===== src/design/wavp_pkg.sv =====
// ----------------------------------------------------------------------------
// wavp_pkg
// Shared types, codes and tag constants for the WAV header stream parser.
// ----------------------------------------------------------------------------
`default_nettype none

package wavp_pkg;

	localparam logic [31:0] FMT_MIN = 32'd16;

	typedef enum logic [3:0] {
		PH_RIFF  = 4'd0,
		PH_RSIZE = 4'd1,
		PH_WAVE  = 4'd2,
		PH_FMT   = 4'd3,
		PH_FSIZE = 4'd4,
		PH_FBODY = 4'd5,
		PH_FSKIP = 4'd6,
		PH_CHDR  = 4'd7,
		PH_CSKIP = 4'd8,
		PH_DATA  = 4'd9
	} phase_t;

	typedef enum logic [1:0] {
		KIND_HDR = 2'd0,
		KIND_PAY = 2'd1,
		KIND_ERR = 2'd2
	} kind_t;

	typedef enum logic [2:0] {
		ST_OK    = 3'd0,
		ST_TRUNC = 3'd1,
		ST_RIFF  = 3'd2,
		ST_ZERO  = 3'd3,
		ST_WAVE  = 3'd4,
		ST_FMT   = 3'd5,
		ST_SHORT = 3'd6
	} status_t;

	typedef struct packed {
		kind_t       kind;
		status_t     status;
		logic [15:0] audio_format;
		logic [15:0] channel_count;
		logic [31:0] sampling_rate;
		logic [31:0] byte_rate;
		logic [15:0] block_align;
		logic [15:0] sample_bits;
		logic [7:0]  payload;
		logic        payload_last;
	} res_t;

	// Expected character of a four-letter chunk tag; the data tag serves the
	// chunk header phase.
	function automatic logic [7:0] tag_char(phase_t ph, logic [1:0] idx);
		logic [31:0] tag;
		case (ph)
			PH_RIFF: tag = {8'h46, 8'h46, 8'h49, 8'h52};
			PH_WAVE: tag = {8'h45, 8'h56, 8'h41, 8'h57};
			PH_FMT:  tag = {8'h20, 8'h74, 8'h6D, 8'h66};
			default: tag = {8'h61, 8'h74, 8'h61, 8'h64};
		endcase
		return tag[{idx, 3'b000} +: 8];
	endfunction

endpackage

`default_nettype wire


===== src/design/wavp_in_if.sv =====
// ----------------------------------------------------------------------------
// wavp_in_if
// Byte stream channel into the parser: one file byte per transfer.
// ----------------------------------------------------------------------------
`default_nettype none

interface wavp_in_if;
	logic       valid;
	logic       ready;
	logic [7:0] byte_in;
	logic       end_of_stream;

	modport source (output valid, output byte_in, output end_of_stream, input ready);
	modport sink (input valid, input byte_in, input end_of_stream, output ready);
endinterface

`default_nettype wire


===== src/design/wavp_out_if.sv =====
// ----------------------------------------------------------------------------
// wavp_out_if
// Result channel of the parser: header, payload byte or error per transfer.
// ----------------------------------------------------------------------------
`default_nettype none

interface wavp_out_if;
	logic              valid;
	logic              ready;
	wavp_pkg::kind_t   kind;
	wavp_pkg::status_t status;
	logic [15:0]       audio_format;
	logic [15:0]       channel_count;
	logic [31:0]       sampling_rate;
	logic [31:0]       byte_rate;
	logic [15:0]       block_align;
	logic [15:0]       sample_bits;
	logic [7:0]        payload;
	logic              payload_last;

	modport source (
		output valid, output kind, output status, output audio_format,
		output channel_count, output sampling_rate, output byte_rate,
		output block_align, output sample_bits, output payload,
		output payload_last, input ready
	);
	modport sink (
		input valid, input kind, input status, input audio_format,
		input channel_count, input sampling_rate, input byte_rate,
		input block_align, input sample_bits, input payload,
		input payload_last, output ready
	);
endinterface

`default_nettype wire


===== src/design/wav_header_stream_parser_unit.sv =====
// A transferred byte waits in the input register until the parser steps on it,
// which loads the result register; the sink then takes the result from it.
// Throughput: one byte per cycle unless the sink stalls; one parse step per byte.
// A byte with no result (tags, sizes, skipped chunks) also takes a parse step.
// Reset (arst_n low, asynchronous): both register stages empty, parser back
// to expecting the RIFF tag with all captured fields cleared.
// ----------------------------------------------------------------------------
// wav_header_stream_parser_unit
// WAV header parser: checks RIFF/WAVE/fmt, captures the format fields, skips
// chunks up to the data chunk and then passes data bytes through.
// ----------------------------------------------------------------------------
`default_nettype none

module wav_header_stream_parser_unit (
	input  wire logic clk,
	input  wire logic arst_n,
	wavp_in_if.sink   stream,
	wavp_out_if.source result
);

	logic           valid_s1;
	logic [7:0]     byte_s1;
	logic           eos_s1;
	logic           valid_s2;
	wavp_pkg::res_t res_s2;
	wavp_pkg::res_t res;
	logic           res_valid;
	logic           advance;

	assign advance      = valid_s1 && (!valid_s2 || result.ready);
	assign stream.ready = !valid_s1 || advance;

	always_ff @(posedge clk or negedge arst_n) begin
		if (!arst_n) begin
			valid_s1 <= 1'b0;
		end else if (stream.ready) begin
			valid_s1 <= stream.valid;
		end
	end

	always_ff @(posedge clk) begin
		if (stream.valid && stream.ready) begin
			byte_s1 <= stream.byte_in;
			eos_s1  <= stream.end_of_stream;
		end
	end

	wavp_parser u_parser (
		.clk           (clk),
		.arst_n        (arst_n),
		.step          (advance),
		.byte_in       (byte_s1),
		.end_of_stream (eos_s1),
		.res           (res),
		.res_valid     (res_valid)
	);

	always_ff @(posedge clk or negedge arst_n) begin
		if (!arst_n) begin
			valid_s2 <= 1'b0;
		end else if (advance) begin
			valid_s2 <= res_valid;
		end else if (result.ready) begin
			valid_s2 <= 1'b0;
		end
	end

	always_ff @(posedge clk) begin
		if (advance) begin
			res_s2 <= res;
		end
	end

	assign result.valid         = valid_s2;
	assign result.kind          = res_s2.kind;
	assign result.status        = res_s2.status;
	assign result.audio_format  = res_s2.audio_format;
	assign result.channel_count = res_s2.channel_count;
	assign result.sampling_rate = res_s2.sampling_rate;
	assign result.byte_rate     = res_s2.byte_rate;
	assign result.block_align   = res_s2.block_align;
	assign result.sample_bits   = res_s2.sample_bits;
	assign result.payload       = res_s2.payload;
	assign result.payload_last  = res_s2.payload_last;

`ifndef NO_ASSERTIONS
	// An error result carries nothing but its status.
	a_err_clean: assert property (@(posedge clk) disable iff (!arst_n)
		(valid_s2 && res_s2.kind == wavp_pkg::KIND_ERR) |->
		(res_s2.audio_format == 16'd0 && res_s2.sampling_rate == 32'd0
		&& res_s2.payload == 8'd0 && !res_s2.payload_last))
		else $error("error result with nonzero fields");

	// A payload result never carries a status or header fields.
	a_pay_clean: assert property (@(posedge clk) disable iff (!arst_n)
		(valid_s2 && res_s2.kind == wavp_pkg::KIND_PAY) |->
		(res_s2.status == wavp_pkg::ST_OK && res_s2.channel_count == 16'd0
		&& res_s2.byte_rate == 32'd0))
		else $error("payload result with header fields");

	// The input stalls only when both stages are full and the sink stalls.
	a_stall_cause: assert property (@(posedge clk) disable iff (!arst_n)
		!stream.ready |-> (valid_s1 && valid_s2 && !result.ready))
		else $error("input stalled without a full pipeline");

	// A parse step loads the result register with exactly the step's result.
	a_step_load: assert property (@(posedge clk) disable iff (!arst_n)
		advance |=> (valid_s2 == $past(res_valid)))
		else $error("result register out of step with parser");
`endif

endmodule

`default_nettype wire


===== src/design/wavp_parser.sv =====
// ----------------------------------------------------------------------------
// wavp_parser
// Parse state machine: consumes one byte per step and forms at most one result.
// ----------------------------------------------------------------------------
`default_nettype none

module wavp_parser (
	input  wire logic           clk,
	input  wire logic           arst_n,
	input  wire logic           step,
	input  wire logic [7:0]     byte_in,
	input  wire logic           end_of_stream,
	output wavp_pkg::res_t      res,
	output logic                res_valid
);

	wavp_pkg::phase_t phase_q, phase_d;
	logic [3:0]  byte_index_q, byte_index_d;
	logic [31:0] word_shift_q, word_shift_d;
	logic [31:0] skip_q, skip_d;
	logic [31:0] fmt_size_q, fmt_size_d;
	logic [15:0] format_q, format_d;
	logic [15:0] channels_q, channels_d;
	logic [31:0] rate_q, rate_d;
	logic [31:0] byterate_q, byterate_d;
	logic [15:0] align_q, align_d;
	logic [15:0] bits_q, bits_d;
	logic        tag_match_q, tag_match_d;

	logic              err;
	wavp_pkg::status_t err_code;
	logic              bad_phase;
	logic              tag_eq;
	logic              tag_upd;
	logic              last4;
	logic              hdr_hit;
	logic [31:0]       ws_shift;
	logic [31:0]       fmt_rest;
	logic [31:0]       skip_dec;
	logic              clr;

	assign tag_eq   = (byte_in == wavp_pkg::tag_char(phase_q, byte_index_q[1:0]));
	assign tag_upd  = (byte_index_q[1:0] == 2'd0) ? tag_eq : (tag_match_q && tag_eq);
	assign last4    = (byte_index_q == 4'd3);
	assign ws_shift = {byte_in, word_shift_q[31:8]};
	assign fmt_rest = fmt_size_q - wavp_pkg::FMT_MIN;
	assign skip_dec = skip_q - 32'd1;
	assign hdr_hit  = (phase_q == wavp_pkg::PH_CHDR) && (byte_index_q[2:0] == 3'd7)
		&& tag_match_q;

	always_comb begin
		phase_d      = phase_q;
		byte_index_d = byte_index_q;
		word_shift_d = word_shift_q;
		skip_d       = skip_q;
		fmt_size_d   = fmt_size_q;
		format_d     = format_q;
		channels_d   = channels_q;
		rate_d       = rate_q;
		byterate_d   = byterate_q;
		align_d      = align_q;
		bits_d       = bits_q;
		tag_match_d  = tag_match_q;
		err          = 1'b0;
		err_code     = wavp_pkg::ST_OK;
		bad_phase    = 1'b0;
		unique case (phase_q) inside
			wavp_pkg::PH_RIFF, wavp_pkg::PH_WAVE, wavp_pkg::PH_FMT: begin
				tag_match_d = tag_upd;
				if (last4) begin
					if (!tag_upd) begin
						err = 1'b1;
						if (phase_q == wavp_pkg::PH_RIFF) begin
							err_code = wavp_pkg::ST_RIFF;
						end else if (phase_q == wavp_pkg::PH_WAVE) begin
							err_code = wavp_pkg::ST_WAVE;
						end else begin
							err_code = wavp_pkg::ST_FMT;
						end
					end else begin
						byte_index_d = 4'd0;
						if (phase_q == wavp_pkg::PH_RIFF) begin
							phase_d = wavp_pkg::PH_RSIZE;
						end else if (phase_q == wavp_pkg::PH_WAVE) begin
							phase_d = wavp_pkg::PH_FMT;
						end else begin
							phase_d = wavp_pkg::PH_FSIZE;
						end
					end
				end else begin
					byte_index_d = byte_index_q + 4'd1;
				end
			end
			wavp_pkg::PH_RSIZE, wavp_pkg::PH_FSIZE: begin
				word_shift_d = ws_shift;
				if (last4) begin
					byte_index_d = 4'd0;
					if (phase_q == wavp_pkg::PH_RSIZE) begin
						if (ws_shift == 32'd0) begin
							err      = 1'b1;
							err_code = wavp_pkg::ST_ZERO;
						end else begin
							phase_d = wavp_pkg::PH_WAVE;
						end
					end else if (ws_shift < wavp_pkg::FMT_MIN) begin
						err      = 1'b1;
						err_code = wavp_pkg::ST_SHORT;
					end else begin
						fmt_size_d = ws_shift;
						phase_d    = wavp_pkg::PH_FBODY;
					end
				end else begin
					byte_index_d = byte_index_q + 4'd1;
				end
			end
			wavp_pkg::PH_FBODY: begin
				if (byte_index_q < 4'd2) begin
					format_d = {byte_in, format_q[15:8]};
				end else if (byte_index_q < 4'd4) begin
					channels_d = {byte_in, channels_q[15:8]};
				end else if (byte_index_q < 4'd8) begin
					rate_d = {byte_in, rate_q[31:8]};
				end else if (byte_index_q < 4'd12) begin
					byterate_d = {byte_in, byterate_q[31:8]};
				end else if (byte_index_q < 4'd14) begin
					align_d = {byte_in, align_q[15:8]};
				end else begin
					bits_d = {byte_in, bits_q[15:8]};
				end
				if (byte_index_q == 4'd15) begin
					byte_index_d = 4'd0;
					skip_d       = fmt_rest;
					phase_d      = (fmt_rest != 32'd0) ? wavp_pkg::PH_FSKIP : wavp_pkg::PH_CHDR;
				end else begin
					byte_index_d = byte_index_q + 4'd1;
				end
			end
			wavp_pkg::PH_FSKIP, wavp_pkg::PH_CSKIP: begin
				skip_d = skip_dec;
				if (skip_dec == 32'd0) begin
					phase_d      = wavp_pkg::PH_CHDR;
					byte_index_d = 4'd0;
				end
			end
			wavp_pkg::PH_CHDR: begin
				if (!byte_index_q[2]) begin
					tag_match_d = tag_upd;
				end else begin
					word_shift_d = ws_shift;
				end
				if (byte_index_q[2:0] == 3'd7) begin
					byte_index_d = 4'd0;
					if (tag_match_q) begin
						phase_d = wavp_pkg::PH_DATA;
					end else begin
						skip_d  = ws_shift;
						phase_d = (ws_shift != 32'd0) ? wavp_pkg::PH_CSKIP : wavp_pkg::PH_CHDR;
					end
				end else begin
					byte_index_d = {1'b0, byte_index_q[2:0] + 3'd1};
				end
			end
			wavp_pkg::PH_DATA: begin
				phase_d = wavp_pkg::PH_DATA;
			end
			default: begin
				bad_phase = 1'b1;
			end
		endcase
	end

	always_comb begin
		res       = '0;
		res_valid = 1'b0;
		if (bad_phase) begin
			res_valid = 1'b0;
		end else if (err) begin
			res_valid  = 1'b1;
			res.kind   = wavp_pkg::KIND_ERR;
			res.status = err_code;
		end else if (hdr_hit) begin
			res_valid         = 1'b1;
			res.kind          = wavp_pkg::KIND_HDR;
			res.status        = wavp_pkg::ST_OK;
			res.audio_format  = format_q;
			res.channel_count = channels_q;
			res.sampling_rate = rate_q;
			res.byte_rate     = byterate_q;
			res.block_align   = align_q;
			res.sample_bits   = bits_q;
		end else if (phase_q == wavp_pkg::PH_DATA) begin
			res_valid        = 1'b1;
			res.kind         = wavp_pkg::KIND_PAY;
			res.payload      = byte_in;
			res.payload_last = end_of_stream;
		end else if (end_of_stream) begin
			res_valid  = 1'b1;
			res.kind   = wavp_pkg::KIND_ERR;
			res.status = wavp_pkg::ST_TRUNC;
		end
	end

	assign clr = bad_phase || err || end_of_stream;

	always_ff @(posedge clk or negedge arst_n) begin
		if (!arst_n) begin
			phase_q      <= wavp_pkg::PH_RIFF;
			byte_index_q <= '0;
			word_shift_q <= '0;
			skip_q       <= '0;
			fmt_size_q   <= '0;
			format_q     <= '0;
			channels_q   <= '0;
			rate_q       <= '0;
			byterate_q   <= '0;
			align_q      <= '0;
			bits_q       <= '0;
			tag_match_q  <= 1'b0;
		end else if (step) begin
			if (clr) begin
				phase_q      <= wavp_pkg::PH_RIFF;
				byte_index_q <= '0;
				word_shift_q <= '0;
				skip_q       <= '0;
				fmt_size_q   <= '0;
				format_q     <= '0;
				channels_q   <= '0;
				rate_q       <= '0;
				byterate_q   <= '0;
				align_q      <= '0;
				bits_q       <= '0;
				tag_match_q  <= 1'b0;
			end else begin
				phase_q      <= phase_d;
				byte_index_q <= byte_index_d;
				word_shift_q <= word_shift_d;
				skip_q       <= skip_d;
				fmt_size_q   <= fmt_size_d;
				format_q     <= format_d;
				channels_q   <= channels_d;
				rate_q       <= rate_d;
				byterate_q   <= byterate_d;
				align_q      <= align_d;
				bits_q       <= bits_d;
				tag_match_q  <= tag_match_d;
			end
		end
	end

endmodule

`default_nettype wire


===== src/flat_wrapper.sv =====
// flat-port wrapper written by rule: the top's interface ports become plain ports
module wav_header_stream_parser_unit_flat 
  (clk, arst_n, stream_valid, stream_byte_in, stream_end_of_stream, stream_ready, result_valid, result_kind, result_status, result_audio_format, result_channel_count, result_sampling_rate, result_byte_rate, result_block_align, result_sample_bits, result_payload, result_payload_last, result_ready);
  wavp_in_if stream_i ();
  wavp_out_if result_i ();
  input  wire logic clk;
  input  wire logic arst_n;
  input wire logic [$bits(stream_i.valid)-1:0] stream_valid;
  input wire logic [$bits(stream_i.byte_in)-1:0] stream_byte_in;
  input wire logic [$bits(stream_i.end_of_stream)-1:0] stream_end_of_stream;
  output wire logic [$bits(stream_i.ready)-1:0] stream_ready;
  output wire logic [$bits(result_i.valid)-1:0] result_valid;
  output wire logic [$bits(result_i.kind)-1:0] result_kind;
  output wire logic [$bits(result_i.status)-1:0] result_status;
  output wire logic [$bits(result_i.audio_format)-1:0] result_audio_format;
  output wire logic [$bits(result_i.channel_count)-1:0] result_channel_count;
  output wire logic [$bits(result_i.sampling_rate)-1:0] result_sampling_rate;
  output wire logic [$bits(result_i.byte_rate)-1:0] result_byte_rate;
  output wire logic [$bits(result_i.block_align)-1:0] result_block_align;
  output wire logic [$bits(result_i.sample_bits)-1:0] result_sample_bits;
  output wire logic [$bits(result_i.payload)-1:0] result_payload;
  output wire logic [$bits(result_i.payload_last)-1:0] result_payload_last;
  input wire logic [$bits(result_i.ready)-1:0] result_ready;
  assign stream_i.valid = stream_valid;
  assign stream_i.byte_in = stream_byte_in;
  assign stream_i.end_of_stream = stream_end_of_stream;
  assign stream_ready = stream_i.ready;
  assign result_valid = result_i.valid;
  assign result_kind = result_i.kind;
  assign result_status = result_i.status;
  assign result_audio_format = result_i.audio_format;
  assign result_channel_count = result_i.channel_count;
  assign result_sampling_rate = result_i.sampling_rate;
  assign result_byte_rate = result_i.byte_rate;
  assign result_block_align = result_i.block_align;
  assign result_sample_bits = result_i.sample_bits;
  assign result_payload = result_i.payload;
  assign result_payload_last = result_i.payload_last;
  assign result_i.ready = result_ready;
  wav_header_stream_parser_unit u_core (.clk(clk), .arst_n(arst_n), .stream(stream_i), .result(result_i));
endmodule

===== config.mk =====
export PLATFORM = sky130hd
export DESIGN_NAME = wav_header_stream_parser_unit_flat
export DESIGN_NICKNAME = d
export VERILOG_FILES = /design/src/design/wavp_pkg.sv /design/src/design/wavp_in_if.sv /design/src/design/wavp_out_if.sv /design/src/design/wav_header_stream_parser_unit.sv /design/src/design/wavp_parser.sv /design/src/flat_wrapper.sv
export SDC_FILE = /design/constraint.sdc
export NUM_CORES = 1
export LEC_CHECK = 0
export ABC_AREA = 0
export CORE_ASPECT_RATIO = 0.6
export CORE_UTILIZATION = 35
export CTS_CLUSTER_SIZE = 25
export DETAILED_ROUTE_END_ITERATION = 10
export DONT_BUFFER_PORTS = 1
export GPL_TIMING_DRIVEN = 0
export PLACE_DENSITY = 0.56
export SLEW_MARGIN = 20
export SYNTH_ARGS = -nofsm -noshare
export SYNTH_HDL_FRONTEND = slang
export SYNTH_HIERARCHICAL = 1
export SYNTH_SLANG_ARGS = --single-unit

===== constraint.sdc =====
create_clock -name clk -period 7.7 [get_ports clk]
set_input_delay 1.54 -clock clk [delete_from_list [all_inputs] [get_ports clk]]
set_output_delay 1.54 -clock clk [all_outputs]
set_load 0.05 [all_outputs]

==> impl_metrics.csv <==
group,metric,value,unit
run_status,status,"finished clean",
placement,dpl.hpwl,35700,microns
sta,hold_viol,0,
routing,wirelength,50300,microns
layout,final_area,18800,sq um
sta,fin_worst_skew,0.0161,ns
setup_path,worst-path-stages,9,
yosys,synth_edf_count,151,
clocking,clockBufferDepth,3,
grt,grt_max_degree,228,
grt,grt_overflow,0,
setup_path,r2r_start,"u_core/u_parser/skip_q[0]$_DFFE_PN0P_",
routing,postRouteAntennaNets,0,
floorplan,initial_core_util,0.359,
setup_path,r2r_end,"u_core/u_parser/phase_q[2]$_DFFE_PN0P_",
placement,port-buffer-count,0,
floorplan,dieArea,48900,sq um
sta,final.period_utilization,0.602,
placement,placedInstanceArea,17700,sq um
yosys,netlist_area,16800,sq um
power,p_per_area,290,nW/um^2
setup_path,cp_slowest_cell,"clkbuf_1",
setup_path,reg2regPathDepth,12,
grt,grt_pass1_wl,76100,microns
setup_path,path_max_fanout,55,
grt,grt_pass1_vias,11400,
layout,fin_nets,1452,
setup_path,worstPathArrival,5.06,ns
floorplan,rows,61,
placement,routabilityCongestion,0.950,
yosys,synth_async_sr_flop_share,0.601,
yosys,ys_types,80,
clocking,clock_latency,0.55,ns
layout,final_core_util,0.402,
routing,viasPerCell,5.75,
clocking,root_buffer,"clkbuf_16",
layout,areaGrowthSynthToFinish,12.1,%
layout,final_common_cell,"dfrtp_1",
setup_path,critPathLaunchType,"input pin",
grt,antenna_found_initial,1,
setup_path,setup.worst_path.class,"input pin to flop",
clocking,htreeDepth,2,
placement,dp.cells,2024,
sta,fmaxAchievable,216,MHz
yosys,ys_ff_latch,378,
floorplan,die_w,285,microns
power,vdd_drop_max,0.155,mV
layout,final_cell_count_no_fill,2091,
floorplan,ioPinCount,157,
setup_path,crit_top_cell,"clkbuf_1",
routing,vias,12000,
sta,drv_slew,0,
setup_path,cp.required,8.13,ns
routing,drtIter0Drc,1235,
yosys,avgSynthCellArea,12.1,sq um
clocking,numCtsBuffers,36,
setup_path,rrSetupSlack,3.38,ns
clocking,post-cts-setup-buffers,0,
setup_path,startpoint,"result_ready",
clocking,cts_tree,"yes",
floorplan,core_area,46800,sq um
clocking,post_cts_resized,0,
worst_hold_path,hold_path.class,"flop to flop",
sta,finalSetupViolCount,0,
flow_run,maxCapViolations,0,
sta,relSlewSlack,0.240,
yosys,yosys_warnings,6,
layout,layout-drive-gt1-share,0.0815,
yosys,syn_nets,1410,
routing,dr.pass1.iters,6,
yosys,syn_inst,1390,
sta,fin_crit,4.64,ns
setup_path,crit_end,"u_core/u_parser/phase_q[2]$_DFFE_PN0P_",
setup_path,max_stage_delay,0.67,ns
clocking,clk_pin_slew,0.06,ns
yosys,ys.flop_type,"dfrtp_1",
sta,timing.setup.tns,0,ns
floorplan,die_y,172,microns
setup_path,worstSetupEndpointType,"flop",
clocking,cts_hold_buf,0,
power,power,5.46,mW
layout,layout_common_cells,"dfrtp_1 (227), edfxtp_1 (151), a22o_1 (138), and2_1 (133), clkbuf_1 (72)",
routing,wire_per_inst,24.1,microns
setup_path,cp_top_family,"buffers and inverters",
setup_path,cp_num_buf_inv,4,
sta,rsz0062_at_grt,"false",
grt,grt_use_total,0.207,
clocking,numClockSinks,378,
setup_path,path_cells,"nand2b_1 > and2_4 > buf_12 > buf_16 > clkbuf_1 > clkbuf_1 > o21ai_0 > nor2_1 > mux2_1",
power,power_leakage,7.77,nW
routing,route.detailed.drc,0,
sta,worst_slew_pin_slew,1.13,ns
yosys,yosysSeqAreaShare,0.609,
## how the worst min path moves through the flow
| stage | cells past startpoint | to | slack (ns) | from |
|---|---|---|---|---|
| after global placement | 1 | u_core/u_parser/channels_q[1]$_DFFE_PN0P_ | 0.48 | u_core/u_parser/channels_q[1]$_DFFE_PN0P_ |
| after floorplan | 1 | u_core/u_parser/byterate_q[2]$_DFFE_PN0P_ | 0.46 | u_core/u_parser/byterate_q[2]$_DFFE_PN0P_ |
| after detailed placement | 1 | u_core/u_parser/format_q[3]$_DFFE_PN0P_ | 0.48 | u_core/u_parser/format_q[3]$_DFFE_PN0P_ |
| final | 1 | u_core/u_parser/byterate_q[1]$_DFFE_PN0P_ | 0.50 | u_core/u_parser/byterate_q[1]$_DFFE_PN0P_ |
| after CTS | 1 | u_core/u_parser/channels_q[6]$_DFFE_PN0P_ | 0.50 | u_core/u_parser/channels_q[6]$_DFFE_PN0P_ |
| after global routing | 1 | u_core/u_parser/byterate_q[6]$_DFFE_PN0P_ | 0.52 | u_core/u_parser/byterate_q[6]$_DFFE_PN0P_ |
## kinds of logic after synthesis
group,Yosys count,share of synthesized area
AO/OA/AOI/OAI,389,0.178
XOR/XNOR,41,0.0214
adder cells (fa/ha/maj),7,0.00522
buffers and inverters,119,0.0303
flip-flops,378,0.609
multiplexers,5,0.00328
AND/OR/NAND/NOR,451,0.153
## flip-flops by register name (all words and copies together), names as in the netlist, 24 cells and up
name / cells
u_core/u_parser/rate_q: 32
u_core/result.byte_rate: 32
u_core/u_parser/word_shift_q: 24
u_core/u_parser/fmt_size_q: 32
u_core/result.sampling_rate: 32
u_core/u_parser/byterate_q: 32
u_core/u_parser/skip_q: 32
## final cells by class
type                       instances  area, sq um
antenna                            1         2.50
fill                            4449        28000
clock inverter                    17          170
sequential                       378        10200
tap                              630          788
timing repair buffer               4         75.1
inverter                          16         60.1
buffer                           103          448
multi-input combinational        893         6070
clock buffer                      49          980
## Yosys cell counts, types with 5 or more instances
master,number,area share
a21oi_1,32,0.0095
a221oi_1,10,0.0052
a22o_1,138,0.072
a31oi_1,9,0.0034
a32o_1,18,0.011
and2_1,134,0.050
and3_1,21,0.0078
buf_1,7,0.0016
buf_2,27,0.0081
buf_4,5,0.0022
clkbuf_1,62,0.014
dfrtp_1,227,0.34
edfxtp_1,151,0.27
ha_1,7,0.0052
inv_1,16,0.0036
nand2_1,70,0.016
nand2b_1,5,0.0019
nand3_1,17,0.0051
nand3b_1,5,0.0022
nand4_1,13,0.0048
nor2_1,66,0.015
nor2b_1,6,0.0022
nor3_1,25,0.0075
nor3b_1,6,0.0027
nor4_1,29,0.011
o21ai_0,37,0.011
o21ai_1,37,0.011
o21ai_2,7,0.0037
o2bb2ai_1,41,0.021
o31ai_1,10,0.0045
or3_1,17,0.0063
or4_1,10,0.0045
xnor2_1,19,0.0099
xor2_1,22,0.011
## power by group
part	internal (mW)	total, mW	switching [mW]
Clock	0.973	1.77	0.798
Sequential	2.26	2.67	0.409
Combinational	0.322	1.02	0.696
## stage by stage
stage          hold WS (ns)  setup slack, ns
2_1_floorplan         0.464             1.16
3_3_place_gp          0.481            -1.42
3_5_place_dp          0.483             2.60
4_1_cts               0.503             3.16
5_1_grt               0.520             2.95
6_report              0.498             3.06
## layer usage
layer,global-route usage,vias to the layer above,wire (microns)
met4,0.0390,0,642
li1,-,5335,-
met5,0,-,0
met2,0.264,497,19200
met1,0.337,6158,25600
met3,0.0561,43,4840
No activity file was read; power rests on OpenSTA's default activity.
